## config.mk

```make
export PLATFORM = sky130hd
export DESIGN_NAME = integer_to_radix_string
export DESIGN_NICKNAME = d
export VERILOG_FILES = /design/src/hdl/itoa_pkg.sv /design/src/hdl/integer_to_radix_string.sv /design/src/hdl/itoa_divider.sv /design/src/hdl/itoa_digit_stack.sv
export SDC_FILE = /design/constraint.sdc
export NUM_CORES = 1
export LEC_CHECK = 0
export BUFFER_PORTS_ARGS = -buffer_cell sky130_fd_sc_hd__buf_2
export CORE_MARGIN = 4
export CORE_UTILIZATION = 48
export DETAILED_ROUTE_END_ITERATION = 10
export MAX_ROUTING_LAYER = met4
export PLACE_DENSITY = 0.68
export SLEW_MARGIN = 10
export SYNTH_ARGS = -nofsm -noshare
export SYNTH_HDL_FRONTEND = slang
export SYNTH_SLANG_ARGS = --single-unit
```

## constraint.sdc

```tcl
create_clock -name clock -period 9.8 [get_ports clock]
set_clock_uncertainty 0.1 [all_clocks]
set_input_delay 1.96 -clock clock [delete_from_list [all_inputs] [get_ports clock]]
set_output_delay 1.96 -clock clock [all_outputs]
set_load 0.005 [all_outputs]
```

## src/hdl/itoa_pkg.sv

```systemverilog
`timescale 1ns / 1ps

package itoa_pkg;

   // Default value width of the number field
   localparam int VALUE_WIDTH_DEFAULT = 32;

   // Radix limits and the one radix that writes a sign
   localparam logic [5:0] MIN_RADIX  = 6'd2;
   localparam logic [5:0] MAX_RADIX  = 6'd36;
   localparam logic [5:0] SIGN_RADIX = 6'd10;

   // Special characters
   localparam logic [7:0] MINUS_CHAR = 8'h2d;
   localparam logic [7:0] EMPTY_CHAR = 8'h00;
   localparam logic [7:0] ZERO_CHAR  = 8'h30;
   localparam logic [7:0] ALPHA_CHAR = 8'h61;
   localparam logic [5:0] TEN        = 6'd10;

   // Divider control and status
   typedef struct packed {
      logic       start;
      logic [5:0] divisor;
   } div_ctrl_type;

   typedef struct packed {
      logic       done;
      logic [5:0] remainder;
   } div_status_type;

   // Digit stack control
   typedef struct packed {
      logic       push;
      logic       pop;
      logic [7:0] push_char;
   } stack_ctrl_type;

   // Map a digit value 0..35 to its lower-case ASCII character
   function automatic logic [7:0] digit_char(input logic [5:0] digit);
      logic [7:0] ch;
      if (digit < TEN) begin
         ch = ZERO_CHAR + {2'b00, digit};
      end else begin
         ch = ALPHA_CHAR + {2'b00, digit - TEN};
      end
      return ch;
   endfunction

endpackage

```

## src/hdl/integer_to_radix_string.sv

```systemverilog
`timescale 1ns / 1ps

// Integer to radix string.
// The req channel takes one item: a signed number and a radix. The rsp
// channel returns its lower-case ASCII digits, most significant first, one
// character per item, with tlast on the final one. In radix 10 a negative
// number is written as '-' and its magnitude; other radices read the bits
// as unsigned. A radix outside 2..36 returns one NUL character with tlast.
// Each digit is one pass of a shared restoring divider, and a minus sign,
// if any, is pushed after the last digit. Characters are delivered one per
// cycle while rsp_tready is high. Digits go onto a stack as they appear and
// are read back in reverse order.
// req_tready is high only while the block is idle; one item is in work at a
// time. When the receiver holds rsp_tready low, the current character and
// tlast hold until taken. Reset (synchronous, active high) drops any item in
// work and returns the block to idle with an empty stack.
module integer_to_radix_string #(
   parameter int VALUE_WIDTH = itoa_pkg::VALUE_WIDTH_DEFAULT
) (
   input  logic                              clock,
   input  logic                              reset,
   input  logic                              req_tvalid,
   output logic                              req_tready,
   // [VALUE_WIDTH-1:0] number, [VALUE_WIDTH+5:VALUE_WIDTH] radix, rest zero
   input  logic [((VALUE_WIDTH+6+7)/8)*8-1:0] req_tdata,
   output logic                              rsp_tvalid,
   input  logic                              rsp_tready,
   // [7:0] character
   output logic [7:0]                        rsp_tdata,
   output logic                              rsp_tlast
);

   typedef enum logic [2:0] {
      IDLE,
      START,
      DIVIDE,
      SIGN,
      EMIT
   } state_type;

   state_type              state_ff, state_in;
   logic [VALUE_WIDTH-1:0] value_ff, value_in;
   logic [5:0]             radix_ff, radix_in;
   logic                   neg_ff, neg_in;

   logic [VALUE_WIDTH-1:0] req_number;
   logic [5:0]             req_radix;
   logic                   radix_ok;
   logic                   req_neg;

   itoa_pkg::div_ctrl_type   div_ctrl;
   itoa_pkg::div_status_type div_status;
   logic [VALUE_WIDTH-1:0]   quotient;
   itoa_pkg::stack_ctrl_type stack_ctrl;
   logic [7:0]               top_char;
   logic                     stack_empty;
   logic                     stack_last;

   // Unpack the request
   assign req_number = req_tdata[VALUE_WIDTH-1:0];
   assign req_radix  = req_tdata[VALUE_WIDTH+5:VALUE_WIDTH];
   assign radix_ok   = (req_radix >= itoa_pkg::MIN_RADIX) &&
                       (req_radix <= itoa_pkg::MAX_RADIX);
   assign req_neg    = (req_radix == itoa_pkg::SIGN_RADIX) &&
                       req_number[VALUE_WIDTH-1];

   assign req_tready = (state_ff == IDLE);
   assign rsp_tvalid = (state_ff == EMIT);
   assign rsp_tdata  = top_char;
   assign rsp_tlast  = stack_last;

   // Sequence the digit passes
   always_comb begin
      state_in             = state_ff;
      value_in             = value_ff;
      radix_in             = radix_ff;
      neg_in               = neg_ff;
      div_ctrl.start       = 1'b0;
      div_ctrl.divisor     = radix_ff;
      stack_ctrl.push      = 1'b0;
      stack_ctrl.pop       = 1'b0;
      stack_ctrl.push_char = itoa_pkg::digit_char(div_status.remainder);
      unique case (state_ff)
         IDLE: begin
            if (req_tvalid) begin
               radix_in = req_radix;
               neg_in   = req_neg;
               value_in = req_neg ? (~req_number + 1'b1) : req_number;
               if (radix_ok) begin
                  state_in = START;
               end else begin
                  stack_ctrl.push      = 1'b1;
                  stack_ctrl.push_char = itoa_pkg::EMPTY_CHAR;
                  state_in             = EMIT;
               end
            end
         end
         START: begin
            div_ctrl.start = 1'b1;
            state_in       = DIVIDE;
         end
         DIVIDE: begin
            if (div_status.done) begin
               stack_ctrl.push = 1'b1;
               value_in        = quotient;
               if (quotient != '0) begin
                  state_in = START;
               end else if (neg_ff) begin
                  state_in = SIGN;
               end else begin
                  state_in = EMIT;
               end
            end
         end
         SIGN: begin
            stack_ctrl.push      = 1'b1;
            stack_ctrl.push_char = itoa_pkg::MINUS_CHAR;
            state_in             = EMIT;
         end
         EMIT: begin
            if (rsp_tready) begin
               stack_ctrl.pop = 1'b1;
               if (stack_last) begin
                  state_in = IDLE;
               end
            end
         end
         default: begin
            state_in = IDLE;
         end
      endcase
      // Never pop past the bottom
      if (stack_empty) begin
         stack_ctrl.pop = 1'b0;
      end
   end

   always_ff @(posedge clock) begin
      if (reset) begin
         state_ff <= IDLE;
      end else begin
         state_ff <= state_in;
      end
      value_ff <= value_in;
      radix_ff <= radix_in;
      neg_ff   <= neg_in;
   end

   itoa_divider #(
      .VALUE_WIDTH(VALUE_WIDTH)
   ) u_divider (
      .clock    (clock),
      .reset    (reset),
      .ctrl     (div_ctrl),
      .dividend (value_ff),
      .status   (div_status),
      .quotient (quotient)
   );

   itoa_digit_stack #(
      .VALUE_WIDTH(VALUE_WIDTH)
   ) u_stack (
      .clock    (clock),
      .reset    (reset),
      .ctrl     (stack_ctrl),
      .top_char (top_char),
      .empty    (stack_empty),
      .last     (stack_last)
   );

endmodule

```

## src/hdl/itoa_divider.sv

```systemverilog
`timescale 1ns / 1ps

// Restoring divider: one quotient bit per cycle, remainder below the radix
module itoa_divider #(
   parameter int VALUE_WIDTH = itoa_pkg::VALUE_WIDTH_DEFAULT
) (
   input  logic                       clock,
   input  logic                       reset,
   input  itoa_pkg::div_ctrl_type     ctrl,
   input  logic [VALUE_WIDTH-1:0]     dividend,
   output itoa_pkg::div_status_type   status,
   output logic [VALUE_WIDTH-1:0]     quotient
);

   localparam int CntW = $clog2(VALUE_WIDTH);

   logic                   busy_ff, busy_in;
   logic                   done_ff, done_in;
   logic [CntW-1:0]        cnt_ff, cnt_in;
   logic [VALUE_WIDTH-1:0] quo_ff, quo_in;
   logic [5:0]             rem_ff, rem_in;
   logic [5:0]             div_ff, div_in;
   logic [6:0]             trial;
   logic [6:0]             diff;
   logic                   fits;

   // One restoring step: shift in the next dividend bit, subtract if it fits
   always_comb begin
      trial = {rem_ff, quo_ff[VALUE_WIDTH-1]};
      diff  = trial - {1'b0, div_ff};
      fits  = trial >= {1'b0, div_ff};
   end

   always_comb begin
      busy_in = busy_ff;
      done_in = 1'b0;
      cnt_in  = cnt_ff;
      quo_in  = quo_ff;
      rem_in  = rem_ff;
      div_in  = div_ff;
      if (ctrl.start) begin
         busy_in = 1'b1;
         cnt_in  = CntW'(VALUE_WIDTH - 1);
         quo_in  = dividend;
         rem_in  = '0;
         div_in  = ctrl.divisor;
      end else if (busy_ff) begin
         quo_in = {quo_ff[VALUE_WIDTH-2:0], fits};
         rem_in = fits ? diff[5:0] : trial[5:0];
         cnt_in = cnt_ff - 1'b1;
         if (cnt_ff == '0) begin
            busy_in = 1'b0;
            done_in = 1'b1;
         end
      end
   end

   always_ff @(posedge clock) begin
      if (reset) begin
         busy_ff <= 1'b0;
         done_ff <= 1'b0;
      end else begin
         busy_ff <= busy_in;
         done_ff <= done_in;
      end
      cnt_ff <= cnt_in;
      quo_ff <= quo_in;
      rem_ff <= rem_in;
      div_ff <= div_in;
   end

   assign status.done      = done_ff;
   assign status.remainder = rem_ff;
   assign quotient         = quo_ff;

endmodule

```

## src/hdl/itoa_digit_stack.sv

```systemverilog
`timescale 1ns / 1ps

// Last-in first-out character stack, built as a shift line; top at entry 0
module itoa_digit_stack #(
   parameter int VALUE_WIDTH = itoa_pkg::VALUE_WIDTH_DEFAULT
) (
   input  logic                     clock,
   input  logic                     reset,
   input  itoa_pkg::stack_ctrl_type ctrl,
   output logic [7:0]               top_char,
   output logic                     empty,
   output logic                     last
);

   localparam int Depth = VALUE_WIDTH + 1;
   localparam int CntW  = $clog2(Depth + 1);

   logic [7:0]      stk_ff [Depth];
   logic [7:0]      stk_in [Depth];
   logic [CntW-1:0] cnt_ff, cnt_in;

   // Shift up on push, down on pop
   always_comb begin
      for (int i = 0; i < Depth; i++) begin
         stk_in[i] = stk_ff[i];
      end
      cnt_in = cnt_ff;
      if (ctrl.push) begin
         stk_in[0] = ctrl.push_char;
         for (int i = 1; i < Depth; i++) begin
            stk_in[i] = stk_ff[i-1];
         end
         cnt_in = cnt_ff + 1'b1;
      end else if (ctrl.pop) begin
         for (int i = 0; i < Depth - 1; i++) begin
            stk_in[i] = stk_ff[i+1];
         end
         cnt_in = cnt_ff - 1'b1;
      end
   end

   always_ff @(posedge clock) begin
      if (reset) begin
         cnt_ff <= '0;
      end else begin
         cnt_ff <= cnt_in;
      end
      for (int i = 0; i < Depth; i++) begin
         stk_ff[i] <= stk_in[i];
      end
   end

   assign top_char = stk_ff[0];
   assign empty    = cnt_ff == '0;
   assign last     = cnt_ff == CntW'(1);

endmodule
```

# == Yosys cells after proc, flatten, opt, wreduce, memory -nomap -nowiden ==
# Memory sizes are Yosys's and may differ from the RTL's.
# Index checks and enable logic that the tools add are counted.
# Widths: inputs -> output; s select.
# word_totals
ff_bits,99
ram_bits,264
memories,1
in_bits,44
# op_classes
n_eq_ne,10
bitwise,2
n_addsub,8
n_reduce_logical,13
n_lt_le_gt_ge,4
mux,36
# memory_table
memory,words,word_bits,read_ports,rd_ports_with_merged_regs,wr,line,source
u_stack.stk_ff,33,8,33,0,33,itoa_digit_stack.sv:18,logic [7:0] stk_ff [Depth];
# ops
operator,n
$mux 256,2
$mux 32,5
$pmux 32 s2,1
$add 32x1->32 const B,1
$mux 8,4
$not 32->32,1
$reduce_bool 32->1,1
$mux 3,7
$mux 6,3
$pmux 8 s2,1
$pmux 3 s5,1
$mux 1,11
$add 7x6->8 const A,1
$add 6x6->7 const A,1
$ge 7x6->1,1
$add 6x1->6 const B,1
$eq 3x2->1 const B,2
$eq 6x1->1 const B,1
$eq 6x4->1 const B,1
$ge 6x2->1 const B,1
$le 6x6->1 const B,1
$logic_not 6->1,1
$lt 6x4->1 const B,1
$ne 2x1->1 const B,3
other kinds (17),20

# == Depth between registers and ports, before layout ==
# Gate-level depths: netlist (run 1).
# logic_depth
ltp_word,7
ltp_mapped,9
mapped_depth_nobuf,8

# == By module ==
# From an unflattened synthesis (run 1), not the netlist that was laid out.
# hier_totals
cells_unflattened,1120
area_unflattened_um2,16807.4
# by_module_without_submodules
module,area_each_um2,seq_area_each_um2,cells_each,instances
itoa_digit_stack,11414.7,8047.7,603,1
integer_to_radix_string,2979.1,1231.2,337,1
itoa_divider,2413.6,1401.3,180,1

# == Worst setup path before layout (run 1) ==
# OpenSTA, ideal clock, no wires.
# synth_timing
kind,input port to flip-flop
start,in req_tdata[36]
end,mem u_stack.stk_ff[0][0] (enable)
setup_slack_ns,0.129
t_arrival_ns,8.941
stages,9
n_path_buf,4
required_time_ns,9.071
cell_sequence,or3_1 -> or3_1 -> buf_2 -> a21oi_4 -> nor2_2 -> buf_6 -> buf_6 -> buf_6 -> nand2_1
# synth_lines
element,line,source
from (decl),integer_to_radix_string.sv:25,"input logic [((VALUE_WIDTH+6+7)/8)*8-1:0] req_tdata,"
to (decl),itoa_digit_stack.sv:18,

==> results.sh, run 1 <==
export IMPL_final_common_cell="edfxtp_1"
export IMPL_p_seq_frac=0.504
export IMPL_grt_pass1_wl_microns=46800
export IMPL_initial_core_util=0.490
export IMPL_cp_start_kind="primary input"
export IMPL_syn_area_sq_um=17000
export IMPL_gp_congestion=0.829
export IMPL_drt_initial_drc_count=565
export IMPL_cts_resized=0
export IMPL_grt_max_degree=224
export IMPL_clock_path_buffers=3
export IMPL_synth_xor_area_frac=0.0180
export IMPL_min_path_cells=0
export IMPL_power_frac_comb=0.144
export IMPL_finalCriticalPeriod_ns=5.14
export IMPL_detail_route_wirelength_microns=28600
export IMPL_cts_hold_buffers_added=0
export IMPL_synth_edff_count=341
export IMPL_drv_cap=0
export IMPL_finalSetupTns_ns=0
export IMPL_synth_cells=1195
export IMPL_rsz0062_at_grt="false"
export IMPL_overflow=0
export IMPL_ys_seq_elements=363
export IMPL_status="completed"
export IMPL_drc_errors=0
export IMPL_place_inst=1644
export IMPL_grt_pass1_vias=9438
export IMPL_post_cts_buffers=0
export IMPL_synth_top_area_share=0.601
export IMPL_power_frac_clock=0.352
export IMPL_portBuffers=52
export IMPL_p_sw_mw=0.980
export IMPL_avgViaCountPerCell=5.49
export IMPL_min_path_type="flop to flop"
export IMPL_fp_dieH_microns=196
export IMPL_power_internal_mw=2.83
export IMPL_synth_distinct_cells=67
export IMPL_drive_above_1_share=0.296
export IMPL_synth_fa_ha_area_frac=0.0144
export IMPL_syn_area_per_cell_sq_um=14.3
export IMPL_finalHoldViolCount=0
export IMPL_antenna_found_initial=1
export IMPL_root_buffer="clkbuf_16"
export IMPL_cp_data_arrival_time_ns=5.17
export IMPL_ir_drop_mv=0.142
export IMPL_grt_usage=0.147
export IMPL_synth_async_sr_flop_share=0
export IMPL_required_ns=9.83
export IMPL_rows=68
export IMPL_setup_violations_final=0
export IMPL_post_drt_wl_per_cell_microns=16.7
export IMPL_coreArea_sq_um=34800
export IMPL_synth_top_family_by_area="multiplexers"
export IMPL_syn_num_nets=1258
export IMPL_worstReg2RegEnd="u_stack.stk_ff[2][8]$_DFFE_PP_"
export IMPL_dpl_hpwl_microns=17300
export IMPL_insertion_delay_ns=0.53
export IMPL_worst_pin_slew_ns=1.31
export IMPL_synth_top_area_cell="edfxtp_1"
export IMPL_swShare=0.257
export IMPL_mostFrequentLayoutCells="edfxtp_1, mux2_2, nand2_1"
export IMPL_numCtsBuffers=40
export IMPL_yosysWarnings=0
export IMPL_die_width_microns=196
export IMPL_synth_compound_area_frac=0.0533
export IMPL_synth_ff_type="edfxtp_1"
export IMPL_area_growth_pct=10.2
export IMPL_final_max_slew_viol_count=0
export IMPL_cts_sinks=363
export IMPL_p_leak_nw=5.92
export IMPL_synthMuxAreaShare=0.177
export IMPL_final_cells=1716
export IMPL_critPathKind="primary input to flop"
export IMPL_fmax_ghz=0.194
export IMPL_synth_simple_area_share=0.0819
export IMPL_ctsHtreeMaxLevel=2
export IMPL_clk_pin_slew_worst_paths_ns=0.06
export IMPL_drtPass1Iterations=5
export IMPL_crit_start="req_tdata[36]"
export IMPL_cp_end_kind="flop"
export IMPL_dieArea_sq_um=38600
export IMPL_rrSetupSlack_ns=6.01
export IMPL_worstReg2RegStart="state_ff[0]$_SDFFE_PP0P_"
export IMPL_finalNetCount=1294
export IMPL_ff2ff_path_depth=7
export IMPL_drtAntennaViolNets=0
export IMPL_synth_area_leaders="edfxtp_1, mux2_2, mux2_4"
export IMPL_power_density_nw_per_um2=203
export IMPL_yosysSeqAreaShare=0.627
export IMPL_critPathMaxFanout=223
export IMPL_ioPinCount=55
export IMPL_endpoint="u_stack.stk_ff[2][8]$_DFFE_PP_"
export IMPL_slew_headroom=0.124
export IMPL_cts_tree="built"
export IMPL_via_count=9422
export IMPL_period_share=0.525
[registers in the layout, indices dropped and copies added, names as in the netlist, 5 cells and up]
register / flops
u_divider.quotient: 32
value_ff: 32
u_divider.cnt_ff: 5
radix_ff: 6
u_divider.div_ff: 6
u_divider.rem_ff: 6
u_stack.cnt_ff: 6
u_stack.stk_ff: 264
[metrics by stage]
stage	instance area, sq um	total power, mW	util	hold slack [ns]	worst slack (ns)
finish	18800	3.81	0.539	0.329	4.66
global route	18800	4.00	0.539	0.334	4.52
CTS	18800	3.86	0.539	0.331	4.71
detailed placement	17600	2.50	0.506	0.320	4.16
global placement	17600	2.49	0.506	0.326	4.21
floorplan	17000	2.40	-	0.300	0.129
[cells by family (layout without fill, tap and decap cells)]
group,count (synthesis),after routing
AOI/OAI and AO/OA,141,141
xor gates and xnor gates,35,35
adders and majority gates,19,19
buffers and inverters,96,161
DFF,363,363
muxes,250,250
other,0,1
and+or+nand+nor,291,291
[how the worst min path moves through the flow]
stage	from	endpoint	slack, ns
after global routing	radix_ff[1]$_DFFE_PP_	u_divider.div_ff[1]$_DFFE_PP_	0.33
after CTS	radix_ff[4]$_DFFE_PP_	u_divider.div_ff[4]$_DFFE_PP_	0.33
after detailed placement	radix_ff[4]$_DFFE_PP_	u_divider.div_ff[4]$_DFFE_PP_	0.32
after global placement	radix_ff[2]$_DFFE_PP_	u_divider.div_ff[2]$_DFFE_PP_	0.33
after floorplan	radix_ff[0]$_DFFE_PP_	u_divider.div_ff[0]$_DFFE_PP_	0.30
final	radix_ff[1]$_DFFE_PP_	u_divider.div_ff[1]$_DFFE_PP_	0.33
[critical path: stages]
cell     delay (ns)
buf_2          0.12
or3_1          0.39
or3_1          0.46
a21oi_4        0.35
nor2_4         0.06
buf_4          0.32
nand2_4        0.43
buf_12         0.70
[synthesized netlist by cell type, drive strengths merged, types with 6 or more instances]
library cell  number
edfxtp           341
buf               41
or3                8
nor3b              7
nand3             14
nor2b              6
nand2            143
a31oi             20
o21ai             45
o311ai             6
inv               28
xor2              13
clkbuf            27
nor3              21
xnor2             22
nor4              19
ha                18
a21oi             21
nor2              36
mux2             249
o31ai              7
o21a               6
dfxtp             22
[metal layers]
| layer | vias up | share of wire | track usage |
|---|---|---|---|
| li1 | 4608 | - | - |
| met1 | 4628 | 0.48 | 0.205 |
| met2 | 139 | 0.46 | 0.230 |
| met3 | 47 | 0.033 | 0.0238 |
| met4 | 0 | 0.020 | 0.0367 |
| met5 | - | 0 | - |
[power by group through the flow]
stage	Combinational (mW)	Clock (mW)	Sequential (mW)
after floorplan	0.457	0	1.94
after global placement	0.535	0	1.95
after detailed placement	0.546	0	1.95
after CTS	0.550	1.38	1.92
after global routing	0.612	1.45	1.94
final	0.547	1.34	1.92
[cell type report]
cell class,count,area (sq um)
Fill cell,2828,16000
Sequential cell,363,10700
Multi-Input combinational cell,736,5890
Clock buffer,50,1040
Tap cell,455,569
Timing Repair Buffer,62,348
Clock inverter,21,133
Inverter,28,105
Antenna cell,1,2.50
No activity file was read; power rests on OpenSTA's default activity.
==> run 2, diff against run 1 <==
--- a/config.mk
+++ b/config.mk
@@ -10,7 +10,7 @@
 export CORE_UTILIZATION = 48
 export DETAILED_ROUTE_END_ITERATION = 10
 export MAX_ROUTING_LAYER = met4
-export PLACE_DENSITY = 0.68
+export PLACE_DENSITY = 0.65
 export SLEW_MARGIN = 10
 export SYNTH_ARGS = -nofsm -noshare
 export SYNTH_HDL_FRONTEND = slang
==> constraint.sdc (replaced) <==
create_clock -name clock -period 5.4 [get_ports clock]
set_clock_uncertainty 0.1 [all_clocks]
set_input_delay 1.08 -clock clock [delete_from_list [all_inputs] [get_ports clock]]
set_output_delay 1.08 -clock clock [all_outputs]
set_load 0.005 [all_outputs]
==> run 2 against run 1 <==
Effect of this change:
- count of clock-buffer cells in the layout increased by 5
- register-to-register slack lost 3.6 ns
- first-iteration DRC count increased by 13%
- critical path depth fell by 1
- combinational power grew 85%
- global-route usage up 0.23 points
- utilization is 0.27 points higher
- sequential share of layout area shrank 0.28 points
- non-clock buffer count grew 4
- cell area up 0.50%
- clock power up 86%
==> results.sh, run 2 (same netlist as run 1, synthesis figures left out) <==
export IMPL_cp_cell_sequence="buf_2 -> or3_1 -> or3_1 -> a21oi_4 -> nor2_4 -> inv_1 -> mux2_2"
export IMPL_avgViaCountPerCell=5.50
export IMPL_place_inst=1648
export IMPL_fmax_ghz=0.292
export IMPL_ioPinCount=55
export IMPL_fp_dieH_microns=196
export IMPL_via_count=9443
export IMPL_clock_path_buffers=3
export IMPL_cp_slowest_stage_delay_ns=0.68
export IMPL_rows=68
export IMPL_rrSetupSlack_ns=2.43
export IMPL_ff2ff_path_depth=6
export IMPL_min_path_type="flop to flop"
export IMPL_drtPass1Iterations=4
export IMPL_critPathKind="primary input to flop"
export IMPL_cts_resized=0
export IMPL_cp_start_kind="primary input"
export IMPL_ir_drop_mv=0.228
export IMPL_dpl_hpwl_microns=17700
export IMPL_insertedDiodeCount=0
export IMPL_mostFrequentLayoutCells="edfxtp_1, mux2_2, nand2_1"
export IMPL_finalHoldViolCount=0
export IMPL_area_growth_pct=10.7
export IMPL_slew_headroom=0.302
export IMPL_overflow=0
export IMPL_critPathBufInv=2
export IMPL_final_cells=1717
export IMPL_worstReg2RegStart="state_ff[0]$_SDFFE_PP0P_"
export IMPL_cp_slowest_cell="inv_1"
export IMPL_min_path_cells=0
export IMPL_crit_cells=7
export IMPL_rsz0062_at_grt="false"
export IMPL_portBuffers=52
export IMPL_cts_tree="built"
export IMPL_setup_violations_final=0
export IMPL_power_density_nw_per_um2=370
export IMPL_gp_congestion=0.822
export IMPL_drc_errors=0
export IMPL_p_leak_nw=5.96
export IMPL_antenna_found_initial=0
export IMPL_worst_pin_slew_ns=1.05
export IMPL_post_drt_wl_per_cell_microns=16.7
export IMPL_top_register="u_stack.stk_ff"
export IMPL_clk_pin_slew_worst_paths_ns=0.06
export IMPL_initial_core_util=0.490
export IMPL_crit_top_cell="or3_1"
export IMPL_coreArea_sq_um=34800
export IMPL_required_ns=5.59
export IMPL_largest_reg_flops=264
export IMPL_period_share=0.635
export IMPL_critPathMaxFanout=18
export IMPL_drtAntennaViolNets=0
export IMPL_final_max_slew_viol_count=0
export IMPL_drv_cap=0
export IMPL_grt_pass1_vias=9299
export IMPL_ctsHtreeMaxLevel=2
export IMPL_root_buffer="clkbuf_16"
export IMPL_holdPathEnd="u_divider.div_ff[5]$_DFFE_PP_"
export IMPL_status="completed"
export IMPL_final_common_cell="edfxtp_1"
export IMPL_dieArea_sq_um=38600
export IMPL_detail_route_wirelength_microns=28600
export IMPL_insertion_delay_ns=0.53
export IMPL_finalCriticalPeriod_ns=3.43
export IMPL_grt_usage=0.150
export IMPL_cp_end_kind="flop"
export IMPL_die_width_microns=196
export IMPL_drive_above_1_share=0.299
export IMPL_finalNetCount=1297
export IMPL_grt_pass1_wl_microns=46900
export IMPL_drt_initial_drc_count=638
export IMPL_numCtsBuffers=39
export IMPL_cts_sinks=363
export IMPL_cts_hold_buffers_added=0
export IMPL_finalSetupTns_ns=0
export IMPL_grt_max_degree=183
export IMPL_hold_start="radix_ff[5]$_DFFE_PP_"
export IMPL_cp_data_arrival_time_ns=3.62
export IMPL_post_cts_buffers=0
export IMPL_worstReg2RegEnd="u_stack.stk_ff[1][45]$_DFFE_PP_"
export IMPL_crit_family="simple AND/OR/NAND/NOR gates"
run 2: cell count changes in the layout (fill, tap and decap cells not counted), moves of 2 or more:
cell	delta
clkbuf_8	+3
buf_12	+2
clkbuf_1	+3
clkinv_2	-4
clkinv_4	+2
clkinv_1	-4
buf_4	+2
run 2: metal layers:
| layer | track usage | wire length, microns | vias up |
|---|---|---|---|
| li1 | - | - | 4604 |
| met1 | 0.205 | 13800 | 4650 |
| met2 | 0.234 | 13300 | 155 |
| met3 | 0.0267 | 1080 | 34 |
| met4 | 0.0370 | 435 | 0 |
| met5 | - | 0 | - |
run 2: worst max-delay path by stage:
| stage | start | to | slack [ns] |
|---|---|---|---|
| final | req_tdata[36] | u_stack.stk_ff[0][11]$_DFFE_PP_ | 1.97 |
| after global routing | req_tdata[36] | u_stack.stk_ff[2][10]$_DFFE_PP_ | 1.86 |
| after CTS | req_tdata[36] | u_stack.stk_ff[0][11]$_DFFE_PP_ | 1.99 |
| after detailed placement | req_tdata[36] | u_stack.stk_ff[0][11]$_DFFE_PP_ | 1.43 |
| after global placement | req_tdata[36] | u_stack.stk_ff[0][13]$_DFFE_PP_ | 1.45 |
| after floorplan | req_tdata[36] | u_stack.stk_ff[0][0]$_DFFE_PP_ | 0.55 |
run 2: cell type report:
| cell class | instances | area (sq um) |
|---|---|---|
| inverter | 28 | 105 |
| sequential | 363 | 10700 |
| multi-input combinational | 736 | 5900 |
| fill | 2867 | 15900 |
| clock buffer | 55 | 1070 |
| clock inverter | 14 | 138 |
| tap | 455 | 569 |
| timing repair buffer | 66 | 403 |
run 2: stage by stage:
step                      instance area, sq um  total power [mW]  hold slack [ns]  utilization  setup slack (ns)
after global routing                     18900              7.34            0.334        0.542              1.86
after CTS                                18900              7.08            0.323        0.542              1.99
after floorplan                          17000              4.31            0.300            -             0.546
after global placement                   17700              4.52            0.306        0.508              1.45
after detailed placement                 17700              4.55            0.309        0.508              1.43
final                                    18900              6.98            0.321        0.542              1.97
run 2: power by group:
group / switching, mW / total (mW) / internal [mW]
Combinational: 0.569 / 1.01 / 0.437
Clock: 1.06 / 2.49 / 1.44
Sequential: 0.147 / 3.48 / 3.34
Total: 1.77 / 6.98 / 5.21
==> run 3, diff against run 2 <==
--- a/config.mk
+++ b/config.mk
@@ -5,6 +5,7 @@
 export SDC_FILE = /design/constraint.sdc
 export NUM_CORES = 1
 export LEC_CHECK = 0
+export ABC_AREA = 1
 export BUFFER_PORTS_ARGS = -buffer_cell sky130_fd_sc_hd__buf_2
 export CORE_MARGIN = 4
 export CORE_UTILIZATION = 48
==> constraint.sdc (replaced) <==
create_clock -name clock -period 3.4 [get_ports clock]
set_clock_uncertainty 0.1 [all_clocks]
set_input_delay 0.68 -clock clock [delete_from_list [all_inputs] [get_ports clock]]
set_output_delay 0.68 -clock clock [all_outputs]
set_load 0.005 [all_outputs]
==> run 3 against run 2 <==
Effect of this change:
- sequential power is 110% higher
- utilization decreased by 0.82 points
- wire length grew 9.5%
- total power up 110%
- flip-flop and latch count did not move
- critical path type is now flop to flop
==> results.sh, run 3 <==
export IMPL_status="completed"
export IMPL_cts_hold_buffers_added=0
export IMPL_ctsHtreeMaxLevel=2
export IMPL_synth_edff_count=341
export IMPL_dpl_hpwl_microns=19400
export IMPL_ff2ff_path_depth=9
export IMPL_ioPinCount=55
export IMPL_top_register="u_stack.stk_ff"
export IMPL_synth_ff_type="edfxtp_1"
export IMPL_drtPass1Iterations=6
export IMPL_insertion_delay_ns=0.52
export IMPL_power_density_nw_per_um2=786
export IMPL_cp_cell_sequence="nor2_4 -> nand2_2 -> nor2_4 -> nand3_4 -> nand2_8 -> inv_8 -> buf_4 -> nand2_1 -> nand2_1"
export IMPL_dieArea_sq_um=39100
export IMPL_grt_max_degree=265
export IMPL_p_leak_nw=8.10
export IMPL_worst_pin_slew_ns=1.16
export IMPL_worstReg2RegStart="state_ff[2]$_SDFFE_PP0P_"
export IMPL_coreArea_sq_um=35600
export IMPL_drv_cap=0
export IMPL_synth_top_area_cell="edfxtp_1"
export IMPL_fmax_ghz=0.374
export IMPL_period_share=0.785
export IMPL_initial_core_util=0.486
export IMPL_drtAntennaViolNets=0
export IMPL_finalHoldViolCount=0
export IMPL_overflow=0
export IMPL_clock_path_buffers=3
export IMPL_ir_drop_mv=0.424
export IMPL_drc_errors=0
export IMPL_grt_usage=0.163
export IMPL_synthTopCellsByCount="nand2_1, edfxtp_1, nor2_1"
export IMPL_stdcell_area_sq_um=19000
export IMPL_synth_cells=1864
export IMPL_slew_headroom=0.227
export IMPL_syn_area_sq_um=17300
export IMPL_rsz0062_at_grt="false"
export IMPL_hold_start="req_tdata[36]"
export IMPL_finalCriticalPeriod_ns=2.67
export IMPL_area_growth_pct=9.89
export IMPL_cp_slowest_cell="buf_4"
export IMPL_dpl_instance_area_sq_um=17800
export IMPL_grt_pass1_vias=11500
export IMPL_worstReg2RegEnd="u_stack.stk_ff[1][49]$_DFFE_PP_"
export IMPL_synth_top_area_share=0.592
export IMPL_synth_async_sr_flop_share=0
export IMPL_yosysMostFrequentCell="nand2_1"
export IMPL_cp_end_kind="flop"
export IMPL_cp_data_arrival_time_ns=2.96
export IMPL_numCtsBuffers=38
export IMPL_endpoint="u_stack.stk_ff[1][49]$_DFFE_PP_"
export IMPL_via_count=11900
export IMPL_clk_pin_slew_worst_paths_ns=0.06
export IMPL_finalNetCount=1958
export IMPL_dp_slack_ns=0.314
export IMPL_synth_area_leaders="edfxtp_1, nand2_1, dfxtp_1"
export IMPL_rrSetupSlack_ns=0.73
export IMPL_synth_distinct_cells=39
export IMPL_root_buffer="clkbuf_16"
export IMPL_ys_seq_elements=363
export IMPL_final_common_cell="nand2_1"
export IMPL_finalSetupTns_ns=0
export IMPL_cts_resized=0
export IMPL_final_max_slew_viol_count=0
export IMPL_die_width_microns=198
export IMPL_crit_start="state_ff[2]$_SDFFE_PP0P_"
export IMPL_setup_violations_final=0
export IMPL_min_path_type="primary input to flop"
export IMPL_grt_pass1_wl_microns=53100
export IMPL_gp_congestion=0.854
export IMPL_required_ns=3.69
export IMPL_yosysWarnings=0
export IMPL_syn_num_nets=1927
export IMPL_cts_sinks=363
export IMPL_p_total_mw=14.9
export IMPL_yosysSeqAreaShare=0.618
export IMPL_post_drt_wl_per_cell_microns=13.1
export IMPL_drt_initial_drc_count=847
export IMPL_cp_start_kind="flop"
export IMPL_largest_reg_flops=264
export IMPL_portBuffers=52
export IMPL_antenna_found_initial=1
export IMPL_fp_dieH_microns=198
export IMPL_avgViaCountPerCell=4.99
export IMPL_rows=69
export IMPL_detail_route_wirelength_microns=31300
export IMPL_critPathMaxFanout=123
export IMPL_syn_area_per_cell_sq_um=9.27
export IMPL_post_cts_buffers=0
export IMPL_drive_above_1_share=0.0759
export IMPL_critPathKind="flop to flop"
export IMPL_cp_slowest_stage_delay_ns=0.90
export IMPL_cts_tree="built"
export IMPL_mostFrequentLayoutCells="nand2_1, edfxtp_1, nor2_1"
export IMPL_fin_ws_ns=0.729
==> run 3: cell count changes in the layout (fill, tap and decap cells not counted), moves of 18 or more <==
cell     before  now
nor4_1       18    0
nand2_1     141  980
o21ai_0      44   66
mux2_4       55    0
nand3_1      14   58
inv_1        27   87
mux2_2      194    0
nor2_1       35  100
==> run 3: worst min path at each step <==
| stage | to | slack (ns) | depth (start not counted) |
|---|---|---|---|
| after global placement | u_divider.div_ff[4]$_DFFE_PP_ | 0.30 | 0 |
| after global routing | radix_ff[5]$_DFFE_PP_ | 0.24 | 1 |
| after floorplan | u_divider.div_ff[0]$_DFFE_PP_ | 0.30 | 0 |
| after CTS | radix_ff[4]$_DFFE_PP_ | 0.23 | 1 |
| final | radix_ff[4]$_DFFE_PP_ | 0.26 | 1 |
| after detailed placement | u_divider.div_ff[2]$_DFFE_PP_ | 0.30 | 0 |
==> run 3: area by class of cell <==
class	instances	area (sq um)
Inverter	93	357
Tap cell	461	577
Clock inverter	16	173
Clock buffer	52	1020
Timing Repair Buffer	72	498
Antenna cell	1	2.50
Sequential cell	363	10700
Fill cell	3228	16600
Multi-Input combinational cell	1327	5680
==> run 3: report_power, final <==
group | total [mW] | internal, mW | leakage (nW) | switching [mW]
combinational | 3.53 | 1.10 | 4.14 | 2.43
sequential | 7.39 | 6.77 | 3.38 | 0.620
clock | 4.01 | 2.35 | 0.586 | 1.66
total | 14.9 | 10.2 | 8.10 | 4.70
==> run 3: per-stage QoR <==
stage | cells | util | hold WS, ns
6_report | 2385 | 0.534 | 0.255
5_1_grt | 2385 | 0.534 | 0.236
4_1_cts | 2384 | 0.534 | 0.234
3_5_place_dp | 2316 | 0.500 | 0.305
3_3_place_gp | 2316 | 0.500 | 0.302
2_1_floorplan | 1864 | - | 0.300
==> run 3: cell families after synthesis <==
group	count (synthesis)	share of synthesized area
DFF	363	0.618
buffers and inverters	174	0.0552
and+or+nand+nor	1182	0.270
xor gates and xnor gates	20	0.0101
AOI/OAI and AO/OA	106	0.0327
adders and majority gates	19	0.0142
==> run 3: metal layers <==
metal,wire length [microns],global-route usage,vias to the layer above
met5,0,-,-
met4,648,0.0408,0
met3,1220,0.0255,49
met2,14900,0.270,193
met1,14600,0.213,5546
li1,-,-,6121
==> run 3: worst max-delay path, delay by kind of cell (launching register included) <==
kind | cells | cell delay [ns]
buffers and inverters | 2 | 1.08
flip-flops | 1 | 0.49
AND/OR/NAND/NOR | 7 | 0.79
